===== src/sv/bse_pkg.sv =====
// Shared constants and types for the bounded stack engine.
package bse_pkg;

    localparam int DEPTH   = 16;
    localparam int IDX_W   = (DEPTH > 1) ? $clog2(DEPTH) : 1;
    localparam int CNT_W   = $clog2(DEPTH + 1);
    localparam int VALUE_W = 32;
    localparam int POS_W   = 8;
    localparam int KIND_W  = 3;
    localparam int STAT_W  = 3;
    localparam int TDATA_W = ((VALUE_W + POS_W + 7) / 8) * 8;

    typedef enum logic [KIND_W-1:0] {
        KIND_PUSH   = 3'd0,
        KIND_POP    = 3'd1,
        KIND_UPDATE = 3'd2,
        KIND_SEARCH = 3'd3,
        KIND_VIEW   = 3'd4
    } kind_t;

    typedef enum logic [STAT_W-1:0] {
        STAT_OK       = 3'd0,
        STAT_FULL     = 3'd1,
        STAT_EMPTY    = 3'd2,
        STAT_BADPOS   = 3'd3,
        STAT_NOTFOUND = 3'd4
    } status_t;

    typedef enum logic [1:0] {
        FSM_IDLE,
        FSM_SINGLE,
        FSM_SCAN,
        FSM_VIEW
    } fsm_t;

endpackage


===== src/sv/bounded_stack_engine.sv =====
// Top level of the bounded stack engine: request decode, sequencer and result register.
// Push, pop and update each give a single result, through the single-result state and the result register.
// Search compares one stored entry per cycle from the top.
// View delivers one entry per cycle from the top while the output is free, count results, the last one marked.
// Each request is worked alone; the stack memory's single read port sets the scan rate.
// Reset (aresetn low, synchronous) empties the stack; the entry memory is not cleared.
module bounded_stack_engine (
    input  logic                         aclk,
    input  logic                         aresetn,
    input  logic                         s_tvalid,
    output logic                         s_tready,
    input  logic [bse_pkg::TDATA_W-1:0]  s_tdata,  // value[31:0], position[39:32]
    input  logic [bse_pkg::KIND_W-1:0]   s_tuser,  // kind[2:0]
    output logic                         m_tvalid,
    input  logic                         m_tready,
    output logic [bse_pkg::TDATA_W-1:0]  m_tdata,  // data[31:0], found_position[39:32]
    output logic [bse_pkg::STAT_W-1:0]   m_tuser,  // status[2:0]
    output logic                         m_tlast
);
    import bse_pkg::*;

    fsm_t                     state_reg, state_next;
    logic [CNT_W-1:0]         count_reg, count_next;
    logic [CNT_W-1:0]         pos_reg, pos_next;
    logic [KIND_W-1:0]        kind_reg;
    logic signed [VALUE_W-1:0] value_reg;
    logic [POS_W-1:0]         posin_reg;

    logic                     m_tvalid_reg, m_tvalid_next;
    logic [STAT_W-1:0]        status_reg;
    logic [VALUE_W-1:0]       data_reg;
    logic [POS_W-1:0]         fpos_reg;
    logic                     last_reg;

    logic                     accept, out_free, emit;
    logic [STAT_W-1:0]        e_status;
    logic [VALUE_W-1:0]       e_data;
    logic [POS_W-1:0]         e_fpos;
    logic                     e_last;

    logic                     wr_en, rd_en;
    logic [IDX_W-1:0]         wr_addr, rd_addr;
    logic [VALUE_W-1:0]       wr_data, rd_data;

    logic                     is_full, is_empty, bad_pos;
    logic [CNT_W-1:0]         top_idx, upd_idx, next_idx;

    bse_ram #(
        .WIDTH  (VALUE_W),
        .DEPTH  (DEPTH),
        .ADDR_W (IDX_W)
    ) u_ram (
        .aclk    (aclk),
        .wr_en   (wr_en),
        .wr_addr (wr_addr),
        .wr_data (wr_data),
        .rd_en   (rd_en),
        .rd_addr (rd_addr),
        .rd_data (rd_data)
    );

    assign s_tready = (state_reg == FSM_IDLE);
    assign accept   = s_tvalid && s_tready;
    assign out_free = !m_tvalid_reg || m_tready;

    assign is_full  = (count_reg == CNT_W'(DEPTH));
    assign is_empty = (count_reg == '0);
    assign bad_pos  = (posin_reg == '0) || (posin_reg > POS_W'(count_reg));
    assign top_idx  = count_reg - CNT_W'(1);
    assign upd_idx  = count_reg - CNT_W'(posin_reg);
    assign next_idx = count_reg - pos_reg - CNT_W'(1);

    always_comb begin
        state_next = state_reg;
        count_next = count_reg;
        pos_next   = pos_reg;
        emit       = 1'b0;
        e_status   = STAT_OK;
        e_data     = '0;
        e_fpos     = '0;
        e_last     = 1'b1;
        wr_en      = 1'b0;
        wr_addr    = count_reg[IDX_W-1:0];
        wr_data    = value_reg;
        rd_en      = 1'b0;
        rd_addr    = top_idx[IDX_W-1:0];

        unique case (state_reg)
            FSM_IDLE: begin
                if (accept) begin
                    // The top entry is fetched now so that pop, search and view find it ready.
                    rd_en    = 1'b1;
                    pos_next = CNT_W'(1);
                    case (s_tuser)
                        KIND_PUSH, KIND_POP, KIND_UPDATE: state_next = FSM_SINGLE;
                        KIND_SEARCH: state_next = is_empty ? FSM_SINGLE : FSM_SCAN;
                        KIND_VIEW:   state_next = is_empty ? FSM_SINGLE : FSM_VIEW;
                        default:     state_next = FSM_IDLE;
                    endcase
                end
            end
            FSM_SINGLE: begin
                if (out_free) begin
                    emit       = 1'b1;
                    state_next = FSM_IDLE;
                    case (kind_reg)
                        KIND_PUSH: begin
                            if (is_full) begin
                                e_status = STAT_FULL;
                            end else begin
                                wr_en      = 1'b1;
                                count_next = count_reg + CNT_W'(1);
                            end
                        end
                        KIND_POP: begin
                            if (is_empty) begin
                                e_status = STAT_EMPTY;
                            end else begin
                                e_data     = rd_data;
                                count_next = top_idx;
                            end
                        end
                        KIND_UPDATE: begin
                            if (is_empty) begin
                                e_status = STAT_EMPTY;
                            end else if (bad_pos) begin
                                e_status = STAT_BADPOS;
                            end else begin
                                wr_en   = 1'b1;
                                wr_addr = upd_idx[IDX_W-1:0];
                            end
                        end
                        default: e_status = STAT_EMPTY;
                    endcase
                end
            end
            FSM_SCAN: begin
                if ($signed(rd_data) == value_reg) begin
                    if (out_free) begin
                        emit       = 1'b1;
                        e_fpos     = POS_W'(pos_reg);
                        state_next = FSM_IDLE;
                    end
                end else if (pos_reg == count_reg) begin
                    if (out_free) begin
                        emit       = 1'b1;
                        e_status   = STAT_NOTFOUND;
                        state_next = FSM_IDLE;
                    end
                end else begin
                    rd_en    = 1'b1;
                    rd_addr  = next_idx[IDX_W-1:0];
                    pos_next = pos_reg + CNT_W'(1);
                end
            end
            FSM_VIEW: begin
                // The read data holds until the next read, so a stalled output just waits.
                if (out_free) begin
                    emit   = 1'b1;
                    e_data = rd_data;
                    e_last = (pos_reg == count_reg);
                    if (pos_reg == count_reg) begin
                        state_next = FSM_IDLE;
                    end else begin
                        rd_en    = 1'b1;
                        rd_addr  = next_idx[IDX_W-1:0];
                        pos_next = pos_reg + CNT_W'(1);
                    end
                end
            end
            default: state_next = FSM_IDLE;
        endcase

        if (emit) begin
            m_tvalid_next = 1'b1;
        end else if (m_tready) begin
            m_tvalid_next = 1'b0;
        end else begin
            m_tvalid_next = m_tvalid_reg;
        end
    end

    always_ff @(posedge aclk) begin
        if (!aresetn) begin
            state_reg    <= FSM_IDLE;
            count_reg    <= '0;
            m_tvalid_reg <= 1'b0;
        end else begin
            state_reg    <= state_next;
            count_reg    <= count_next;
            m_tvalid_reg <= m_tvalid_next;
        end
    end

    always_ff @(posedge aclk) begin
        pos_reg <= pos_next;
        if (accept) begin
            kind_reg  <= s_tuser;
            value_reg <= $signed(s_tdata[VALUE_W-1:0]);
            posin_reg <= s_tdata[VALUE_W+POS_W-1:VALUE_W];
        end
        if (emit) begin
            status_reg <= e_status;
            data_reg   <= e_data;
            fpos_reg   <= e_fpos;
            last_reg   <= e_last;
        end
    end

    assign m_tvalid = m_tvalid_reg;
    assign m_tuser  = status_reg;
    assign m_tlast  = last_reg;
    assign m_tdata  = TDATA_W'({fpos_reg, data_reg});

`ifndef SYNTHESIS
    a_count_bound: assert property (@(posedge aclk) disable iff (!aresetn)
        count_reg <= CNT_W'(DEPTH))
        else $error("stack count exceeds depth");

    a_count_only_on_result: assert property (@(posedge aclk) disable iff (!aresetn)
        !emit |=> $stable(count_reg))
        else $error("stack count changed without a result");

    a_push_grows: assert property (@(posedge aclk) disable iff (!aresetn)
        (emit && kind_reg == KIND_PUSH && e_status == STAT_OK)
        |=> count_reg == $past(count_reg) + CNT_W'(1))
        else $error("successful push did not grow the stack");

    a_no_rw_clash: assert property (@(posedge aclk) disable iff (!aresetn)
        !(wr_en && rd_en && wr_addr == rd_addr))
        else $error("read and write of the same entry in one cycle");

    a_busy_after_request: assert property (@(posedge aclk) disable iff (!aresetn)
        (accept && s_tuser <= KIND_VIEW) |=> state_reg != FSM_IDLE)
        else $error("valid request accepted but sequencer stayed idle");
`endif

endmodule


===== src/sv/bse_ram.sv =====
// Single-port-write, single-port-read RAM with a registered read output.
module bse_ram #(
    parameter int WIDTH  = 32,
    parameter int DEPTH  = 16,
    parameter int ADDR_W = 4
) (
    input  logic              aclk,
    input  logic              wr_en,
    input  logic [ADDR_W-1:0] wr_addr,
    input  logic [WIDTH-1:0]  wr_data,
    input  logic              rd_en,
    input  logic [ADDR_W-1:0] rd_addr,
    output logic [WIDTH-1:0]  rd_data
);

    logic [WIDTH-1:0] mem [DEPTH];
    logic [WIDTH-1:0] rd_data_reg;

    always_ff @(posedge aclk) begin
        if (wr_en) begin
            mem[wr_addr] <= wr_data;
        end
    end

    always_ff @(posedge aclk) begin
        if (rd_en) begin
            rd_data_reg <= mem[rd_addr];
        end
    end

    assign rd_data = rd_data_reg;

endmodule

===== config.mk =====
export PLATFORM = sky130hd
export DESIGN_NAME = bounded_stack_engine
export DESIGN_NICKNAME = d
export VERILOG_FILES = /design/src/sv/bse_pkg.sv /design/src/sv/bounded_stack_engine.sv /design/src/sv/bse_ram.sv
export SDC_FILE = /design/constraint.sdc
export NUM_CORES = 1
export LEC_CHECK = 0
export BUFFER_PORTS_ARGS = -buffer_cell sky130_fd_sc_hd__clkbuf_2
export CORE_UTILIZATION = 50
export DETAILED_ROUTE_END_ITERATION = 12
export PLACE_DENSITY = 0.66
export SLEW_MARGIN = 20
export SYNTH_ARGS = -nofsm -noshare
export SYNTH_HDL_FRONTEND = slang
export SYNTH_HIERARCHICAL = 1
export SYNTH_SLANG_ARGS = --single-unit

===== constraint.sdc =====
create_clock -name aclk -period 7.02 [get_ports aclk]
set_input_delay 1.404 -clock aclk [delete_from_list [all_inputs] [get_ports aclk]]
set_output_delay 1.404 -clock aclk [all_outputs]
set_load 0.01 [all_outputs]

# Yosys cells after proc, flatten, opt, wreduce, memory -nomap -nowiden

Memories as Yosys holds them, arrays and structs flattened. A register that Yosys moved wholly into a read port is not among the register bits.
Cells that the tools add are included.

Add/subtract/negate cells: 6
Multipliers: 0
Div/mod/pow operators: 0
$lt $le $gt $ge: 1
Eq/ne operators: 19
Shifts and indexed selects: 0
Mux-type cells: 61
Bitwise operators: 0
Reduce and logical (&&, ||, !) cells: 20

Operators by type and width:

| cell                                           | number |
|---|---|
| two-way mux 32 bit                             | 4 |
| case mux 32 bit (2 select lines)               | 1 |
| == test 32 bit                                 | 1 |
| two-way mux 4 bit                              | 8 |
| two-way mux 5 bit                              | 6 |
| two-way mux 2 bit                              | 11 |
| two-way mux 1 bit                              | 17 |
| case mux 5 bit (3 select lines)                | 1 |
| two-way mux 3 bit                              | 4 |
| adder 5 x 1 -> 5 bit (second input constant)   | 2 |
| != test 2 bit (second input constant)          | 5 |
| case mux 5 bit (2 select lines)                | 1 |
| == test 3 x 2 -> 1 bit (second input constant) | 3 |
| case mux 3 bit (3 select lines)                | 1 |
| > comparator 8 x 5 -> 1 bit                    | 1 |
| zero test 8 bit                                | 1 |
| case mux 2 bit (4 select lines)                | 1 |
| case mux 4 bit (2 select lines)                | 1 |
| AND reduction 4 bit                            | 2 |
| subtractor 4 bit                               | 2 |
| == test 3 x 1 -> 1 bit (second input constant) | 2 |
| zero test 3 bit                                | 2 |
| case mux 2 bit (3 select lines)                | 1 |
| case mux 3 bit (2 select lines)                | 1 |
| other kinds (23)                               | 28 |

Register bits after elaboration: 100
Latch bits: 0
Bits in writable memories: 512
Memory bits (read-only): 0
Input port bits: 47
Output and inout port bits: 46
Logic and storage cells: 120
Memories: 1

Memories:

| name      | words | bits a word | read ports | clocked after memory_dff | write ports | line          | source |
|---|---|---|---|---|---|---|---|
| u_ram.mem | 16    | 32          | 1          | 1                        | 1           | bse_ram.sv:16 | `logic [WIDTH-1:0] mem [DEPTH];` |

# Depth between registers and ports, before layout

Depth after elaboration: 9
Mapped depth: 13
Gate-level depth less buffers: 11

# Hierarchy

Netlist, hierarchy kept.

By module, submodules not included:

| module               | instances | cells each | area an instance (µm²) | seq. area each (µm²) |
|---|---|---|---|---|
| bse_ram              | 1         | 838        | 20,155.6               | 16,335.7 |
| bounded_stack_engine | 1         | 370        | 4,715.8                | 2,832.7 |

# Worst setup path before layout

OpenSTA, ideal clock, no wires.

Path kind: in2reg
Start point: input m_tready
End point: memory u_ram.mem[0][0] (enable)
Library setup time: 461 ps
Arrival time: 5,035 ps
Required time: 6,559 ps
Path slack: 1,524 ps
Stages on the path: 7
Buffers on the path: 0
Path through: nand2b_2 nand2_1 or3_1 nor3_2 mux2i_1 or3b_2 nor3_1

Elaborated cells between the ends (all ways): 7
Classes of those cells: mux (6); reduce/logical (1)

RTL lines:

| what                 | line                        | source |
|---|---|---|
| start, declared      | bounded_stack_engine.sv:15  | `input logic m_tready,` |
| logical OR 1 bit     | bounded_stack_engine.sv:64  | `assign out_free = !m_tvalid_reg \|\| m_tready;` |
| two-way mux 4 bit    | bounded_stack_engine.sv:103 | `if (out_free) begin` |
| two-way mux 4 bit    | bounded_stack_engine.sv:88  | `unique case (state_reg)` |
| named net wr_addr[2] | bounded_stack_engine.sv:42  | `logic [IDX_W-1:0] wr_addr, rd_addr;` |
| end, declared        | bse_ram.sv:16               |  |

The timed path passes the listed nets, and every way through them passes these cells.

# Final worst setup path

Start point: register value_reg[8]
End point: register u_ram.rd_data_reg[15] (netlist: u_ram/rd_data[15]) (read register of u_ram.mem) (data pin)

Longest elaborated chain between the ends: 3
Elaborated cells between the ends (all ways): 5
Classes of those cells: eq/ne (1); mux (4)

Ends and longest elaborated chain:

| what                            | line                        | source |
|---|---|---|
| start, declared                 | bounded_stack_engine.sv:26  | `logic signed [VALUE_W-1:0] value_reg;` |
| start signal, assigned          | bounded_stack_engine.sv:199 | `value_reg <= $signed(s_tdata[VALUE_W-1:0]);` |
| == test 32 bit                  | bounded_stack_engine.sv:138 | `if ($signed(rd_data) == value_reg) begin` |
| two-way mux 4 bit               | bounded_stack_engine.sv:138 |  |
| case mux 4 bit (2 select lines) | bounded_stack_engine.sv:88  |  |
| named net rd_addr[0]            | bounded_stack_engine.sv:42  |  |
| end, declared                   | bse_ram.sv:17               | `logic [WIDTH-1:0] rd_data_reg;` |

The timed path passes the listed nets, and every way through them passes these cells.
A chain may end at the register's enable or synchronous reset.

==> flow_summary.html <==
<table>
<tr><th>Metric</th><th>Value</th></tr>
<tr><th colspan="2">Status</th></tr>
<tr><td>Status</td><td>complete, no violations</td></tr>
<tr><th colspan="2">Clock tree</th></tr>
<tr><td>H-Tree Level Count</td><td>2</td></tr>
<tr><td>Clock root buffer</td><td>sky130_fd_sc_hd__clkbuf_16</td></tr>
<tr><td>Setup Buffers After CTS</td><td>0</td></tr>
<tr><td>Reg clk slew, reported paths</td><td>approximately 0.060 ns</td></tr>
<tr><td>Bufs on Longest Clock Path</td><td>3</td></tr>
<tr><td># resized after CTS</td><td>0</td></tr>
<tr><td>Clock tree from TritonCTS</td><td>done</td></tr>
<tr><td>Clk_lat worst skew</td><td>roughly 0.63 ns</td></tr>
<tr><td>Total clock buffers created by CTS</td><td>between 60 and 70</td></tr>
<tr><td>CTS sink cnt</td><td>about 640</td></tr>
<tr><td>Cts hold-fix bufs</td><td>0</td></tr>
<tr><th colspan="2">Critical path</th></tr>
<tr><td>Crit path capture type</td><td>flop</td></tr>
<tr><td>Critical path fanouts, max</td><td>98</td></tr>
<tr><td>Total stage count of the critical path</td><td>10</td></tr>
<tr><td>WP data required</td><td>roughly 7.4 ns</td></tr>
<tr><td>Critical register-to-register path endpoint</td><td>u_ram/rd_data[15]</td></tr>
<tr><td>Largest delay share family, worst path</td><td>simple AND/OR/NAND/NOR gates</td></tr>
<tr><td>CP max stage cell</td><td>sky130_fd_sc_hd__nor4_1</td></tr>
<tr><td>Worst r2r path cells</td><td>10</td></tr>
<tr><td>Biggest cell delay along the critical path</td><td>between 0.7 and 0.8 ns</td></tr>
<tr><td>Cell occurring most often along the worst timing path</td><td>sky130_fd_sc_hd__nand2_1</td></tr>
<tr><td>CP Buf/Inv Count</td><td>1</td></tr>
<tr><td>Ordered list of cells on the worst path</td><td>xor2_1 -&gt; nor4_1 -&gt; nand4_1 -&gt; nor2_1 -&gt; nand2_1 -&gt; a22oi_2 -&gt; buf_12 -&gt; mux4_2 -&gt; a22oi_1 -&gt; nand2_1</td></tr>
<tr><td>Data arrival time of the worst path</td><td>5.34 ns</td></tr>
<tr><td>Minimum setup slack among reg-to-reg paths</td><td>2.05 ns</td></tr>
<tr><td>Worst Setup Path Type</td><td>flop to flop</td></tr>
<tr><td>Reg2Reg Launch Point</td><td>value_reg[8]</td></tr>
<tr><td>Critical Path Start Type</td><td>flop</td></tr>
<tr><th colspan="2">STA</th></tr>
<tr><td>Peak clock frequency supported by timing</td><td>between 200 and 250 MHz</td></tr>
<tr><td>Number of hold-slack violations in the final timing report</td><td>0</td></tr>
<tr><td>Min Clock Period, post-route</td><td>4.97 ns</td></tr>
<tr><td>Min Hold Slack</td><td>0.503 ns</td></tr>
<tr><td>Setup repair after global routing missed its margin</td><td>no</td></tr>
<tr><td>Maximum clock skew at final layout</td><td>between 0.01 and 0.015 ns</td></tr>
<tr><td>Finish-stage setup viols</td><td>0</td></tr>
<tr><td>Relative max-transition margin</td><td>0.252</td></tr>
<tr><td>TNS Setup</td><td>0 ns</td></tr>
<tr><td>Slew Viols, Final</td><td>0</td></tr>
<tr><td>Post-route setup slack</td><td>~2 ns</td></tr>
<tr><td>Final Cycle Share</td><td>0.709</td></tr>
<tr><td>Slew at the pin closest to its max-slew limit</td><td>1.12 ns</td></tr>
<tr><th colspan="2">Floorplanning</th></tr>
<tr><td>Effective utilization at floorplan</td><td>0.507</td></tr>
<tr><td>Rows</td><td>81</td></tr>
<tr><td>Area of the placeable core</td><td>about 0.05 mm2</td></tr>
<tr><td>Floorplan die area</td><td>between 0.05 and 0.06 mm2</td></tr>
<tr><td>Vertical extent of the die</td><td>~230 um</td></tr>
<tr><td>Number of I/O pins</td><td>a little over 90</td></tr>
<tr><td>Horizontal extent of the die</td><td>~230 um</td></tr>
<tr><th colspan="2">Cells and area</th></tr>
<tr><td>Number of filler instances in the final layout</td><td>around 3.6k</td></tr>
<tr><td>Share of final-layout standard cells stronger than drive strength 1</td><td>0.266</td></tr>
<tr><td>Storage element area</td><td>between 0.015 and 0.02 mm2</td></tr>
<tr><td>Multi-input logic area</td><td>~0.0055 mm2</td></tr>
<tr><td>Largest register by flop count</td><td>u_ram/mem</td></tr>
<tr><td>Post-layout nets</td><td>1402</td></tr>
<tr><td>Diode insertion count for antenna repair</td><td>0</td></tr>
<tr><td>Number of flip-flops in the largest register</td><td>approximately 510</td></tr>
<tr><td>Final core occ</td><td>0.578</td></tr>
<tr><td>Area growth from synthesis to layout</td><td>14.0%</td></tr>
<tr><th colspan="2">Logic synthesis</th></tr>
<tr><td>Most numerous cell types in the synthesized netlist</td><td>633 x sky130_fd_sc_hd__edfxtp_1, 128 x sky130_fd_sc_hd__mux4_2, 67 x sky130_fd_sc_hd__a22oi_1</td></tr>
<tr><td>Number of storage elements in the synthesis netlist</td><td>641</td></tr>
<tr><td>Async set-or-reset flop fraction in the synthesized netlist</td><td>0</td></tr>
<tr><td>Warning count from the yosys run</td><td>6</td></tr>
<tr><td>Mapped cell area</td><td>~0.025 mm2</td></tr>
<tr><td>Unique masters post-synth</td><td>52</td></tr>
<tr><td>Share of the synthesized area in the top cell type</td><td>0.764</td></tr>
<tr><td>Synthesized instance count</td><td>about 1.2k</td></tr>
<tr><td>Syn avg cell area</td><td>approximately 21 um2</td></tr>
<tr><td>Top_reg_cell synth</td><td>sky130_fd_sc_hd__edfxtp_1</td></tr>
<tr><td>Cell type with the largest total area after synthesis</td><td>sky130_fd_sc_hd__edfxtp_1</td></tr>
<tr><td>Number of enable-type register cells in the synthesized netlist</td><td>between 600 and 700</td></tr>
<tr><td>Most frequent cell after synthesis</td><td>sky130_fd_sc_hd__edfxtp_1</td></tr>
<tr><td>Ranking of synthesized cells by area</td><td>sky130_fd_sc_hd__edfxtp_1 76%, sky130_fd_sc_hd__mux4_2 12%, sky130_fd_sc_hd__a22oi_1 2.0%</td></tr>
<tr><td>Share of the yosys chip area belonging to registers</td><td>0.771</td></tr>
<tr><th colspan="2">Place</th></tr>
<tr><td>Placement Setup Slack</td><td>roughly 1.8 ns</td></tr>
<tr><td>Count of input and output buffers</td><td>89</td></tr>
<tr><td>HPWL after DPL</td><td>~30 mm</td></tr>
<tr><td>Final weighted congestion in routability-driven placement</td><td>0.793</td></tr>
<tr><th colspan="2">Routing</th></tr>
<tr><td>Drt via density</td><td>between 5 and 6</td></tr>
<tr><td>Number of vias in the routed layout</td><td>about 12k</td></tr>
<tr><td>Wire per inst</td><td>25.5 um</td></tr>
<tr><td>DRC viols</td><td>0</td></tr>
<tr><td>Detailed Route WL</td><td>52.3 mm</td></tr>
<tr><td>DR iter-0 viols</td><td>1040</td></tr>
<tr><td>Detail Route Antenna Nets</td><td>0</td></tr>
<tr><td>First-pass DRT Iterations</td><td>5</td></tr>
<tr><th colspan="2">Hold path</th></tr>
<tr><td>Startpoint of the lowest-slack hold path</td><td>state_reg[0]</td></tr>
<tr><td>Worst Hold Endpoint</td><td>state_reg[0]</td></tr>
<tr><td>Worst Hold Class</td><td>flop to flop</td></tr>
<tr><td>Worst Hold Depth</td><td>2</td></tr>
<tr><th colspan="2">Global route</th></tr>
<tr><td>Global routing usage summed across all routing layers</td><td>0.214</td></tr>
<tr><td>Sum of overflow across all layers after global routing</td><td>0</td></tr>
<tr><td>Pin count of the biggest net entering global routing</td><td>~130</td></tr>
<tr><td>Vias in the first global route</td><td>~12k</td></tr>
<tr><td>Initial antenna violation count</td><td>1</td></tr>
<tr><td>Wire length of the first global-routing pass</td><td>78.6 mm</td></tr>
<tr><th colspan="2">Flow run</th></tr>
<tr><td>Count of max-cap constraint violations</td><td>0</td></tr>
<tr><th colspan="2">Power and ir drop</th></tr>
<tr><td>PnR Total Power</td><td>8.05 mW</td></tr>
<tr><td>Maximum vdd ir drop</td><td>206 uV</td></tr>
<tr><td>Power density normalized to cell area</td><td>around 280 mW/mm2</td></tr>
<tr><td>Static leakage</td><td>9.48 nW</td></tr>
</table>
-- metal layers --
layer,vias to the layer above,GRT usage,wire length [um]
li1,5202,-,-
met1,6295,0.299,21900
met2,369,0.350,26000
met3,76,0.0391,3170
met4,0,0.0566,1140
met5,-,0,0
-- cell type report --
type | count | area share
sequential | 641 | 0.676
inverter | 22 | 0.00291
clock inverter | 38 | 0.0138
tap | 664 | 0.0293
timing repair buffer | 115 | 0.0260
clock buffer | 77 | 0.0567
multi-input combinational | 494 | 0.195
-- how the worst max path moves through the flow --
stage | start | to | slack [ns]
after floorplan | m_tready | u_ram/mem[0][0] | 1.52
after global placement | m_tready | u_ram/mem[11][0] | 1.92
after detailed placement | m_tready | u_ram/mem[11][27] | 1.82
after CTS | value_reg[8] | u_ram/rd_data[15] | 2.02
after global routing | value_reg[8] | u_ram/rd_data[16] | 1.63
final | value_reg[8] | u_ram/rd_data[15] | 2.05
-- tightest hold or removal path: stages, from the launching register on --
cell                      delay (ns)
sky130_fd_sc_hd__dfxtp_1        0.34
sky130_fd_sc_hd__nand2_1        0.06
sky130_fd_sc_hd__mux2i_1        0.05
-- logic make-up after synthesis --
family          after synthesis  share of synthesized area
flops                       641                      0.771
simple gates                175                     0.0352
mux                         136                      0.119
compound gates              111                     0.0328
buf+inv                      75                     0.0141
xor+xnor                     49                     0.0173
fa+ha+maj                    20                     0.0107
other cells                   1                   0.000151
-- report_power, final --
part,internal [mW],switching [mW],total [mW]
Sequential,4.30,0.0937,4.39
Clock,1.88,1.40,3.27
Combinational,0.153,0.231,0.384
Total,6.33,1.72,8.05
-- through the flow --
stage	std cells	cell area [um2]
after floorplan	1210	24900
after CTS	2051	28300
final	2051	28300
after detailed placement	1936	26400
after global routing	2051	28300
after global placement	1932	26200
-- placed cells by master, fill, tap and decap left out, types with 11 or more instances in the layout --
cell type	instances
sky130_fd_sc_hd__clkinv_1	11
sky130_fd_sc_hd__ha_1	18
sky130_fd_sc_hd__clkbuf_16	62
sky130_fd_sc_hd__clkbuf_1	15
sky130_fd_sc_hd__xor2_1	34
sky130_fd_sc_hd__nor2_4	13
sky130_fd_sc_hd__inv_1	21
sky130_fd_sc_hd__clkinv_2	14
sky130_fd_sc_hd__clkbuf_2	89
sky130_fd_sc_hd__mux4_2	128
sky130_fd_sc_hd__edfxtp_1	633
sky130_fd_sc_hd__nand2_1	54
sky130_fd_sc_hd__a22oi_1	65
sky130_fd_sc_hd__and2_1	34
sky130_fd_sc_hd__nor2_1	20
sky130_fd_sc_hd__buf_4	20
sky130_fd_sc_hd__xnor2_1	15
(Power assumes the default switching activity.)
